$ cat src/rtl/mtm_pkg.sv
// Package for the MUS-to-MIDI event converter: phase and kind codes,
// the parser-to-pipeline struct, and the controller remap tables.
// No dependencies.
`default_nettype none

package mtm_pkg;

  localparam int CHANNELS = 16;
  localparam int CH_W = $clog2(CHANNELS);

  localparam logic [3:0] CH_PERC_MUS = 4'hF;
  localparam logic [3:0] CH_PERC_MIDI = 4'h9;

  localparam logic [7:0] SYS_FIRST = 8'd10;
  localparam logic [7:0] SYS_LAST = 8'd14;
  localparam logic [7:0] CTL_PROGRAM = 8'd0;
  localparam logic [7:0] CTL_LAST = 8'd9;

  localparam logic [3:0] ST_NOTE_OFF = 4'h8;
  localparam logic [3:0] ST_NOTE_ON = 4'h9;
  localparam logic [3:0] ST_CONTROL = 4'hB;
  localparam logic [3:0] ST_PROGRAM = 4'hC;
  localparam logic [3:0] ST_BEND = 4'hE;

  localparam logic [31:0] RATE_RESET = 32'd20643840;

  typedef enum logic [2:0] {
    PH_DESC   = 3'd0,
    PH_FIRST  = 3'd1,
    PH_SECOND = 3'd2,
    PH_DELAY  = 3'd3,
    PH_DONE   = 3'd4
  } phase_t;

  typedef enum logic [1:0] {
    KIND_MIDI  = 2'd0,
    KIND_DELAY = 2'd1,
    KIND_END   = 2'd2
  } kind_t;

  typedef enum logic [2:0] {
    EV_NOTE_OFF = 3'd0,
    EV_NOTE_ON  = 3'd1,
    EV_BEND     = 3'd2,
    EV_SYSTEM   = 3'd3,
    EV_CONTROL  = 3'd4,
    EV_MEASURE  = 3'd5,
    EV_END      = 3'd6,
    EV_UNUSED   = 3'd7
  } ev_type_t;

  typedef struct packed {
    logic        hit;
    kind_t       kind;
    logic [7:0]  status;
    logic [7:0]  first;
    logic [7:0]  second;
    logic [31:0] ticks;
  } parse_out_t;

  // System event code (10..14) to MIDI channel-mode controller.
  function automatic logic [7:0] sys_ctrl(input logic [7:0] code);
    logic [7:0] r;
    case (code)
      8'd10:   r = 8'd120;
      8'd11:   r = 8'd123;
      8'd12:   r = 8'd126;
      8'd13:   r = 8'd127;
      8'd14:   r = 8'd121;
      default: r = 8'd0;
    endcase
    return r;
  endfunction

  // MUS controller number (1..9) to MIDI controller.
  function automatic logic [7:0] ctl_map(input logic [7:0] code);
    logic [7:0] r;
    case (code)
      8'd1:    r = 8'd0;
      8'd2:    r = 8'd1;
      8'd3:    r = 8'd7;
      8'd4:    r = 8'd10;
      8'd5:    r = 8'd11;
      8'd6:    r = 8'd91;
      8'd7:    r = 8'd93;
      8'd8:    r = 8'd64;
      8'd9:    r = 8'd67;
      default: r = 8'd0;
    endcase
    return r;
  endfunction

  // Swap MUS percussion channel 15 with MIDI percussion channel 9.
  function automatic logic [7:0] swap_channel(input logic [7:0] d);
    logic [7:0] r;
    r = d;
    if (d[3:0] == CH_PERC_MUS) begin
      r = {d[7:4], CH_PERC_MIDI};
    end else if (d[3:0] == CH_PERC_MIDI) begin
      r = {d[7:4], CH_PERC_MUS};
    end
    return r;
  endfunction

endpackage

`default_nettype wire

$ cat src/rtl/mtm_byte_if.sv
// Song byte channel: valid/ready handshake with one 8-bit payload.
// No dependencies.
`default_nettype none

interface mtm_byte_if;
  logic       valid;
  logic       ready;
  logic [7:0] song_byte;

  modport source (output valid, output song_byte, input ready);
  modport sink (input valid, input song_byte, output ready);
endinterface

`default_nettype wire

$ cat src/rtl/mtm_cfg_if.sv
// Configuration write channel: valid/ready with the samples_per_tick word.
// No dependencies.
`default_nettype none

interface mtm_cfg_if;
  logic        valid;
  logic        ready;
  logic [31:0] samples_per_tick;

  modport source (output valid, output samples_per_tick, input ready);
  modport sink (input valid, input samples_per_tick, output ready);
endinterface

`default_nettype wire

$ cat src/rtl/mtm_event_if.sv
// Result channel: valid/ready with the MIDI event / delay / end payload.
// No dependencies.
`default_nettype none

interface mtm_event_if;
  logic        valid;
  logic        ready;
  logic [1:0]  result_kind;
  logic [7:0]  midi_status;
  logic [7:0]  midi_first;
  logic [7:0]  midi_second;
  logic [31:0] delay_samples;

  modport source (output valid, output result_kind, output midi_status,
                  output midi_first, output midi_second, output delay_samples,
                  input ready);
  modport sink (input valid, input result_kind, input midi_status,
                input midi_first, input midi_second, input delay_samples,
                output ready);
endinterface

`default_nettype wire

$ cat src/rtl/mus_to_midi_event_converter_core.sv
// MUS-to-MIDI event converter, top level.
// Throughput: one song byte per cycle unless a stalled result port backs up
//   both stages; the 32x32 tick-times-rate multiply has its own stage so no
//   path holds more than one multiply or one add. A result passes through
//   stage A and then the stage B output register before it is on the result port.
// Reset (rst, synchronous): parser to descriptor phase, channel volumes,
//   tick count and sample fraction to zero, rate to 315.0 (Q16.16), pipeline empty.
`default_nettype none

module mus_to_midi_event_converter_core
  import mtm_pkg::*;
(
  input wire logic    clk,
  input wire logic    rst,
  mtm_byte_if.sink    song,
  mtm_cfg_if.sink     cfg,
  mtm_event_if.source result
);

  // rate register, to be written between songs; the block does not enforce this
  logic [31:0] rate;

  // pipeline: parse -> stage A (product) -> stage B (output register)
  logic       take;
  logic       en_a, en_b;
  parse_out_t pout;

  logic       a_valid;
  kind_t      a_kind;
  logic [7:0] a_status, a_first, a_second;

  logic        b_valid;
  kind_t       b_kind;
  logic [7:0]  b_status, b_first, b_second;
  logic [31:0] b_delay;

  logic [31:0] whole;
  logic        commit;

  // Stage B frees when empty or its beat leaves; stage A frees when empty
  // or moving on, so a new byte goes in while a result waits on the port.
  assign en_b       = !b_valid || result.ready;
  assign en_a       = !a_valid || en_b;
  assign song.ready = en_a;
  assign take       = song.valid && en_a;
  assign cfg.ready  = 1'b1;

  always_ff @(posedge clk) begin
    if (rst) begin
      rate <= RATE_RESET;
    end else if (cfg.valid) begin
      rate <= cfg.samples_per_tick;
    end
  end

  mtm_parse u_parse (
    .clk       (clk),
    .rst       (rst),
    .take      (take),
    .song_byte (song.song_byte),
    .pout      (pout)
  );

  // The fraction is committed as a delay moves into stage B; the next
  // delay is at least two beats behind, so it always sees the new value.
  assign commit = en_b && a_valid && (a_kind == KIND_DELAY);

  mtm_scale u_scale (
    .clk    (clk),
    .rst    (rst),
    .load   (en_a),
    .ticks  (pout.ticks),
    .rate   (rate),
    .commit (commit),
    .whole  (whole)
  );

  // stage A
  always_ff @(posedge clk) begin
    if (rst) begin
      a_valid <= 1'b0;
    end else if (en_a) begin
      a_valid <= take && pout.hit;
    end
  end

  always_ff @(posedge clk) begin
    if (en_a) begin
      a_kind   <= pout.kind;
      a_status <= pout.status;
      a_first  <= pout.first;
      a_second <= pout.second;
    end
  end

  // stage B: output register
  always_ff @(posedge clk) begin
    if (rst) begin
      b_valid <= 1'b0;
    end else if (en_b) begin
      b_valid <= a_valid;
    end
  end

  always_ff @(posedge clk) begin
    if (en_b) begin
      b_kind   <= a_kind;
      b_status <= a_status;
      b_first  <= a_first;
      b_second <= a_second;
      b_delay  <= (a_kind == KIND_DELAY) ? whole : '0;
    end
  end

  assign result.valid         = b_valid;
  assign result.result_kind   = b_kind;
  assign result.midi_status   = b_status;
  assign result.midi_first    = b_first;
  assign result.midi_second   = b_second;
  assign result.delay_samples = b_delay;

`ifndef ASSERT_OFF
  // a delay beat carries no MIDI bytes
  assert property (@(posedge clk) disable iff (rst)
    result.valid && (result.result_kind == KIND_DELAY) |->
      (result.midi_status == '0) && (result.midi_first == '0) &&
      (result.midi_second == '0))
    else $error("delay result with MIDI bytes");

  // an end marker carries nothing at all
  assert property (@(posedge clk) disable iff (rst)
    result.valid && (result.result_kind == KIND_END) |->
      (result.delay_samples == '0) && (result.midi_status == '0))
    else $error("end result with payload");

  // a stalled output stage holds off new bytes and keeps both stages filled
  assert property (@(posedge clk) disable iff (rst)
    a_valid && b_valid && !result.ready |-> !song.ready ##1 (a_valid && b_valid))
    else $error("stage A lost under stall");
`endif

endmodule

`default_nettype wire

$ cat src/rtl/mtm_parse.sv
// MUS byte parser: descriptor/data/delay state machine and channel volumes.
// Depends on mtm_pkg.
`default_nettype none

module mtm_parse
  import mtm_pkg::*;
(
  input  wire logic       clk,
  input  wire logic       rst,
  input  wire logic       take,
  input  wire logic [7:0] song_byte,
  output parse_out_t      pout
);

  phase_t      phase, phase_next;
  logic [7:0]  desc, desc_next;
  logic [7:0]  first_data, first_next;
  logic [31:0] ticks, ticks_next;
  logic [7:0]  vol [CHANNELS];
  logic        vol_we;

  logic [7:0]  swapped;
  logic [CH_W-1:0] ch;
  ev_type_t    cur_type, new_type;
  logic [31:0] ticks_shift;
  phase_t      after_phase;

  assign swapped     = swap_channel(song_byte);
  assign ch          = desc[CH_W-1:0];
  assign cur_type    = ev_type_t'(desc[6:4]);
  assign new_type    = ev_type_t'(swapped[6:4]);
  assign ticks_shift = {ticks[24:0], song_byte[6:0]};
  assign after_phase = desc[7] ? PH_DELAY : PH_DESC;

  always_ff @(posedge clk) begin
    if (rst) begin
      phase      <= PH_DESC;
      desc       <= '0;
      first_data <= '0;
      ticks      <= '0;
      for (int i = 0; i < CHANNELS; i++) begin
        vol[i] <= '0;
      end
    end else if (take) begin
      phase      <= phase_next;
      desc       <= desc_next;
      first_data <= first_next;
      ticks      <= ticks_next;
      if (vol_we) begin
        vol[ch] <= song_byte;
      end
    end
  end

  always_comb begin
    phase_next  = phase;
    desc_next   = desc;
    first_next  = first_data;
    ticks_next  = ticks;
    vol_we      = 1'b0;
    pout        = '0;
    pout.kind   = KIND_MIDI;

    case (phase)
      PH_DESC: begin
        desc_next = swapped;
        if (new_type == EV_END) begin
          pout.hit   = 1'b1;
          pout.kind  = KIND_END;
          phase_next = PH_DONE;
        end else if (new_type == EV_MEASURE || new_type == EV_UNUSED) begin
          phase_next = swapped[7] ? PH_DELAY : PH_DESC;
          ticks_next = '0;
        end else begin
          phase_next = PH_FIRST;
        end
      end
      PH_FIRST: begin
        phase_next = after_phase;
        ticks_next = '0;
        case (cur_type)
          EV_NOTE_OFF: begin
            pout.hit    = 1'b1;
            pout.status = {ST_NOTE_OFF, desc[3:0]};
            pout.first  = song_byte;
          end
          EV_NOTE_ON: begin
            if (song_byte[7]) begin
              first_next = song_byte;
              phase_next = PH_SECOND;
              ticks_next = ticks;
            end else begin
              pout.hit    = 1'b1;
              pout.status = {ST_NOTE_ON, desc[3:0]};
              pout.first  = song_byte;
              pout.second = vol[ch];
            end
          end
          EV_BEND: begin
            pout.hit    = 1'b1;
            pout.status = {ST_BEND, desc[3:0]};
            pout.first  = {1'b0, song_byte[0], 6'd0};
            pout.second = {1'b0, song_byte[7:1]};
          end
          EV_SYSTEM: begin
            if (song_byte inside {[SYS_FIRST:SYS_LAST]}) begin
              pout.hit    = 1'b1;
              pout.status = {ST_CONTROL, desc[3:0]};
              pout.first  = sys_ctrl(song_byte);
            end
          end
          default: begin
            // controller: number now, value in the next beat
            first_next = song_byte;
            phase_next = PH_SECOND;
            ticks_next = ticks;
          end
        endcase
      end
      PH_SECOND: begin
        phase_next = after_phase;
        ticks_next = '0;
        if (cur_type == EV_NOTE_ON) begin
          vol_we      = 1'b1;
          pout.hit    = 1'b1;
          pout.status = {ST_NOTE_ON, desc[3:0]};
          pout.first  = {1'b0, first_data[6:0]};
          pout.second = song_byte;
        end else if (first_data == CTL_PROGRAM) begin
          pout.hit    = 1'b1;
          pout.status = {ST_PROGRAM, desc[3:0]};
          pout.first  = song_byte;
        end else if (first_data <= CTL_LAST) begin
          pout.hit    = 1'b1;
          pout.status = {ST_CONTROL, desc[3:0]};
          pout.first  = ctl_map(first_data);
          pout.second = song_byte;
        end
      end
      PH_DELAY: begin
        if (song_byte[7]) begin
          ticks_next = ticks_shift;
        end else begin
          pout.hit   = 1'b1;
          pout.kind  = KIND_DELAY;
          pout.ticks = ticks_shift;
          ticks_next = '0;
          phase_next = PH_DESC;
        end
      end
      PH_DONE: begin
        phase_next = PH_DONE;
      end
      default: begin
        phase_next = PH_DESC;
      end
    endcase
  end

endmodule

`default_nettype wire

$ cat src/rtl/mtm_scale.sv
// Tick-to-sample scaler: registered 32x32 product, then add of the carried
// 16-bit fraction with saturation of the whole part. Depends on mtm_pkg.
`default_nettype none

module mtm_scale
  import mtm_pkg::*;
(
  input  wire logic        clk,
  input  wire logic        rst,
  input  wire logic        load,
  input  wire logic [31:0] ticks,
  input  wire logic [31:0] rate,
  input  wire logic        commit,
  output logic [31:0]      whole
);

  logic [63:0] prod;
  logic [15:0] fraction;
  logic [63:0] total;

  // product of two 32-bit values plus 16 bits never carries out of 64 bits
  assign total = prod + {48'd0, fraction};
  assign whole = (total[63:48] != '0) ? '1 : total[47:16];

  always_ff @(posedge clk) begin
    if (load) begin
      prod <= {32'd0, ticks} * {32'd0, rate};
    end
  end

  always_ff @(posedge clk) begin
    if (rst) begin
      fraction <= '0;
    end else if (commit) begin
      fraction <= total[15:0];
    end
  end

endmodule

`default_nettype wire
$ cat src/flat_wrapper.sv
// flat-port wrapper written by rule: the top's interface ports become plain ports
module mus_to_midi_event_converter_core_flat import mtm_pkg::*;
  (clk, rst, song_valid, song_song_byte, song_ready, cfg_valid, cfg_samples_per_tick, cfg_ready, result_valid, result_result_kind, result_midi_status, result_midi_first, result_midi_second, result_delay_samples, result_ready);
  mtm_byte_if song_i ();
  mtm_cfg_if cfg_i ();
  mtm_event_if result_i ();
  input wire logic clk;
  input wire logic rst;
  input wire logic [$bits(song_i.valid)-1:0] song_valid;
  input wire logic [$bits(song_i.song_byte)-1:0] song_song_byte;
  output wire logic [$bits(song_i.ready)-1:0] song_ready;
  input wire logic [$bits(cfg_i.valid)-1:0] cfg_valid;
  input wire logic [$bits(cfg_i.samples_per_tick)-1:0] cfg_samples_per_tick;
  output wire logic [$bits(cfg_i.ready)-1:0] cfg_ready;
  output wire logic [$bits(result_i.valid)-1:0] result_valid;
  output wire logic [$bits(result_i.result_kind)-1:0] result_result_kind;
  output wire logic [$bits(result_i.midi_status)-1:0] result_midi_status;
  output wire logic [$bits(result_i.midi_first)-1:0] result_midi_first;
  output wire logic [$bits(result_i.midi_second)-1:0] result_midi_second;
  output wire logic [$bits(result_i.delay_samples)-1:0] result_delay_samples;
  input wire logic [$bits(result_i.ready)-1:0] result_ready;
  assign song_i.valid = song_valid;
  assign song_i.song_byte = song_song_byte;
  assign song_ready = song_i.ready;
  assign cfg_i.valid = cfg_valid;
  assign cfg_i.samples_per_tick = cfg_samples_per_tick;
  assign cfg_ready = cfg_i.ready;
  assign result_valid = result_i.valid;
  assign result_result_kind = result_i.result_kind;
  assign result_midi_status = result_i.midi_status;
  assign result_midi_first = result_i.midi_first;
  assign result_midi_second = result_i.midi_second;
  assign result_delay_samples = result_i.delay_samples;
  assign result_i.ready = result_ready;
  mus_to_midi_event_converter_core u_core (.clk(clk), .rst(rst), .song(song_i), .cfg(cfg_i), .result(result_i));
endmodule
$ cat config.mk
export PLATFORM = sky130hd
export DESIGN_NAME = mus_to_midi_event_converter_core_flat
export DESIGN_NICKNAME = d
export VERILOG_FILES = /design/src/rtl/mtm_pkg.sv /design/src/rtl/mtm_byte_if.sv /design/src/rtl/mtm_cfg_if.sv /design/src/rtl/mtm_event_if.sv /design/src/rtl/mus_to_midi_event_converter_core.sv /design/src/rtl/mtm_parse.sv /design/src/rtl/mtm_scale.sv /design/src/flat_wrapper.sv
export SDC_FILE = /design/constraint.sdc
export NUM_CORES = 2
export LEC_CHECK = 0
export BUFFER_PORTS_ARGS = -buffer_cell sky130_fd_sc_hd__buf_2
export CORE_MARGIN = 2
export CORE_UTILIZATION = 66
export CTS_CLUSTER_SIZE = 40
export DETAILED_ROUTE_END_ITERATION = 8
export PLACE_DENSITY = 0.86
export SYNTH_ARGS = -nofsm -noshare
export SYNTH_HDL_FRONTEND = slang
export SYNTH_SLANG_ARGS = --single-unit
$ cat constraint.sdc
create_clock -name clk -period 10.4 [get_ports clk]
set_input_delay 1.04 -clock clk [delete_from_list [all_inputs] [get_ports clk]]
set_output_delay 1.04 -clock clk [all_outputs]
set_load 0.02 [all_outputs]
==> results.cfg <==
[setup_path]
crit_start = u_core.u_parse.phase[1]
worst_r2r_endpoint = u_core.u_scale.prod[62]
endpoint_kind = register
r2r_cells = 27
cp.required_ns = 10.70
setup.worst_path.end = u_core.u_scale.prod[62]
r2r_start = u_core.u_parse.phase[1]
startpoint_type = register
ff2ff_setup_slack_ns = 0.85
crit_arrival_ns = 9.85
crit_fanout = 158
path_class = reg -> reg

[power_and_ir_drop]
ir_drop_uv = 137.1
p_per_area_mw_per_mm2 = 68.28
p_leak_uw = 0.02782

[logic_synthesis]
ys_ff_latch = 380
synth_flop_cell = edfxtp_1
syn_area_mm2 = 0.05139
synth_cell_types = 88
syn_inst = 5277
synth_nets = 6498
synth_area_leaders = fa_1 35%, edfxtp_1 16%, and3_1 7.2%
yosys_warnings = 0
yosys.area.top_type = fa_1
synth.yosys.seq_area_share_pct = 20.18
synth_top_area_share_pct = 34.95
synthArstFlopShare_pct = 0
synth-edff-count = 276
syn_area_per_cell_um2 = 9.738

[timing]
period_share_pct = 91.80
rsz0062_at_grt = false
hold_violations = 0
worst_pin_slew_ns = 1.388
drv_slew = 0
finalCriticalPeriod_ns = 9.547
timing.fmax_mhz = 104.7
tns_ns = 0
setup_violations = 0
skew_ns = 0.07222
slew_headroom_pct = 7.351

[cts]
clock_path_buffers = 3
cts.sinks = 380
post_cts_buffers = 0
cts_tree = yes
cts_resized = 0
root_buffer = clkbuf_16
clk_transition_reported_paths_ns = 0.06
clk_latency_ns = 0.63
cts_max_level = 2
numCtsBuffers = 42
hold_buffers = 0

[min_path]
hold_path_depth = 0
hold_class = reg -> reg

[placed_design]
placed_cell_area_mm2 = 0.05262
gp_congestion = 0.9546
dp_hpwl_mm = 111.2
numPortBuffers = 104

[grt]
grt_pass1_vias = 41956
grt_pass1_wl_mm = 232.7
antenna_found_initial = 9
track_usage_pct = 37.64
grt_max_degree = 159
grt_overflow_total = 0

[cells_and_area]
nets = 6378
drive_gt1_share_pct = 7.436
areaGrowthSynthToFinish_pct = 5.303
multi_input_area_mm2 = 0.03625
ff_latch_area_mm2 = 0.01038
fillers = 5380
finalInstanceArea_mm2 = 0.05411

[die]
rows = 102
die_h_um = 283.0
die_w_um = 283.0
core_mm2 = 0.07721
ios = 106
start_util_pct = 66.55
dieArea_mm2 = 0.08011

[routing]
num_vias = 40227
wl_mm = 148.8
dr.pass1.iters = 8
wl_per_cell_um = 23.87
via_per_inst = 6.451
first_iter_violations = 4896
ant_nets = 0
drc = 0

[flow_run]
cap_violations = 0

[outcome]
status = finished clean
registers in the layout, summed over array words and instances (netlist names), 16 cells and up, named ones only:
name	count
u_core.u_scale.fraction	16
u_core.u_parse.ticks	25
u_core.rate	32
u_core.u_parse.vol	128
u_core.result.delay_samples	32
u_core.u_scale.prod	64
cell usage in the layout (no fill, tap or decap), types with 43 or more instances in the layout:
cell type  count
xnor2_1       61
and2_1       172
and3_1       592
edfxtp_1     276
inv_1        879
buf_4        105
clkbuf_16     43
nand2_1      618
fa_1         897
a21oi_1      157
buf_2        103
nor3_1        46
ha_1         279
nor2_1       147
o21ai_0       64
nand3_1       68
xor2_1        51
dfxtp_1       96
a21o_1        45
worst max-delay path: stages (launching register included):
cell	delay (ns)
dfxtp_1	0.48
nor2b_1	0.30
nand2_1	0.16
nor2_4	0.21
buf_12	0.38
and2_1	0.69
nand2_1	0.16
fa_1	0.52
inv_1	0.05
fa_1	0.57
fa_1	0.44
fa_1	0.42
fa_1	0.54
fa_1	0.45
fa_1	0.51
inv_1	0.05
fa_1	0.71
inv_1	0.08
ha_1	0.38
nand2_1	0.12
or4_1	0.57
nand2b_1	0.20
nor4_2	0.22
a2111oi_1	0.14
buf_4	0.20
nor2_1	0.24
o21a_1	0.21
o211ai_1	0.11
report_power, final:
part           total [uW]  internal [uW]  switching (uW)
clock                1590            924             665
sequential           1740           1670            69.5
combinational         363            107             256
final cells by class:
cell class	count	area share [%]
multi-input cells	3642	67.00
flip-flops and latches	380	19.18
inverters	879	6.098
repair buffers	212	2.557
well taps	1040	2.405
clock buffers	52	2.125
clock inverters	26	0.6128
diodes	5	0.02312
cell families (layout without fill, tap and decap cells):
logic type | count (synthesis) | in the layout | share of synthesized area, %
compound gates | 454 | 454 | 5.878
fa+ha+maj | 1176 | 1176 | 41.74
xor+xnor | 112 | 112 | 1.909
flops | 380 | 380 | 20.18
simple gates | 1817 | 1817 | 18.43
buf+inv | 1255 | 1169 | 9.306
other cells | 1 | 6 | 0.007298
mux | 82 | 82 | 2.549
worst min-delay path by stage:
stage / start / endpoint / slack (ns)
global placement: u_core.a_first[0] / u_core.result.midi_first[0] / 0.40
finish: u_core.a_status[7] / u_core.result.midi_status[7] / 0.38
floorplan: u_core.a_first[0] / u_core.result.midi_first[0] / 0.40
detailed placement: u_core.a_second[3] / u_core.result.midi_second[3] / 0.41
CTS: u_core.a_status[7] / u_core.result.midi_status[7] / 0.36
global route: u_core.a_status[7] / u_core.result.midi_status[7] / 0.38
through the flow:
step	power (uW)	hold slack, ns	instances	util [%]	setup WS, ns
after global placement	2099	0.4021	6153	68.15	1.133
after floorplan	1958	0.4003	5277	-	1.510
final	3694	0.3817	6236	70.08	0.8525
after global routing	3786	0.3776	6231	70.06	0.5401
after CTS	3682	0.3634	6231	70.06	1.086
after detailed placement	2112	0.4054	6153	68.15	0.9173
Yosys cell counts (all sizes together), types with 5 or more instances:
cell and number:
o21a 9, and4 13, fa 897, dfxtp 104, xor2 51, or3 10
nand2b 19, nand4 36, xnor2 61, a41oi 28, buf 26, a211o 8
ha 279, edfxtp 276, mux4 39, a21o 45, nand3b 5, inv 879
nor2 149, and2 175, o21ai 66, and3 592, o211ai 20, a22oi 9
a31oi 19, nor4 23, mux2i 42, or2 22, a211oi 28, clkbuf 350
nand3 69, nand2 619, a21oi 159, a21boi 6, o21bai 14, o31ai 7
nor3b 5, nor2b 16, nor3 49
layer usage:
metal  wire length [um]  GRT usage (%)  vias to the layer above
li1                   -              -                    16740
met4              11980          24.53                        6
met1              49590          46.91                    19655
met3              19100          9.203                      888
met5                 45              0                        -
met2              68130          59.00                     2938
Note: power is estimated with default switching activity, not from simulation.
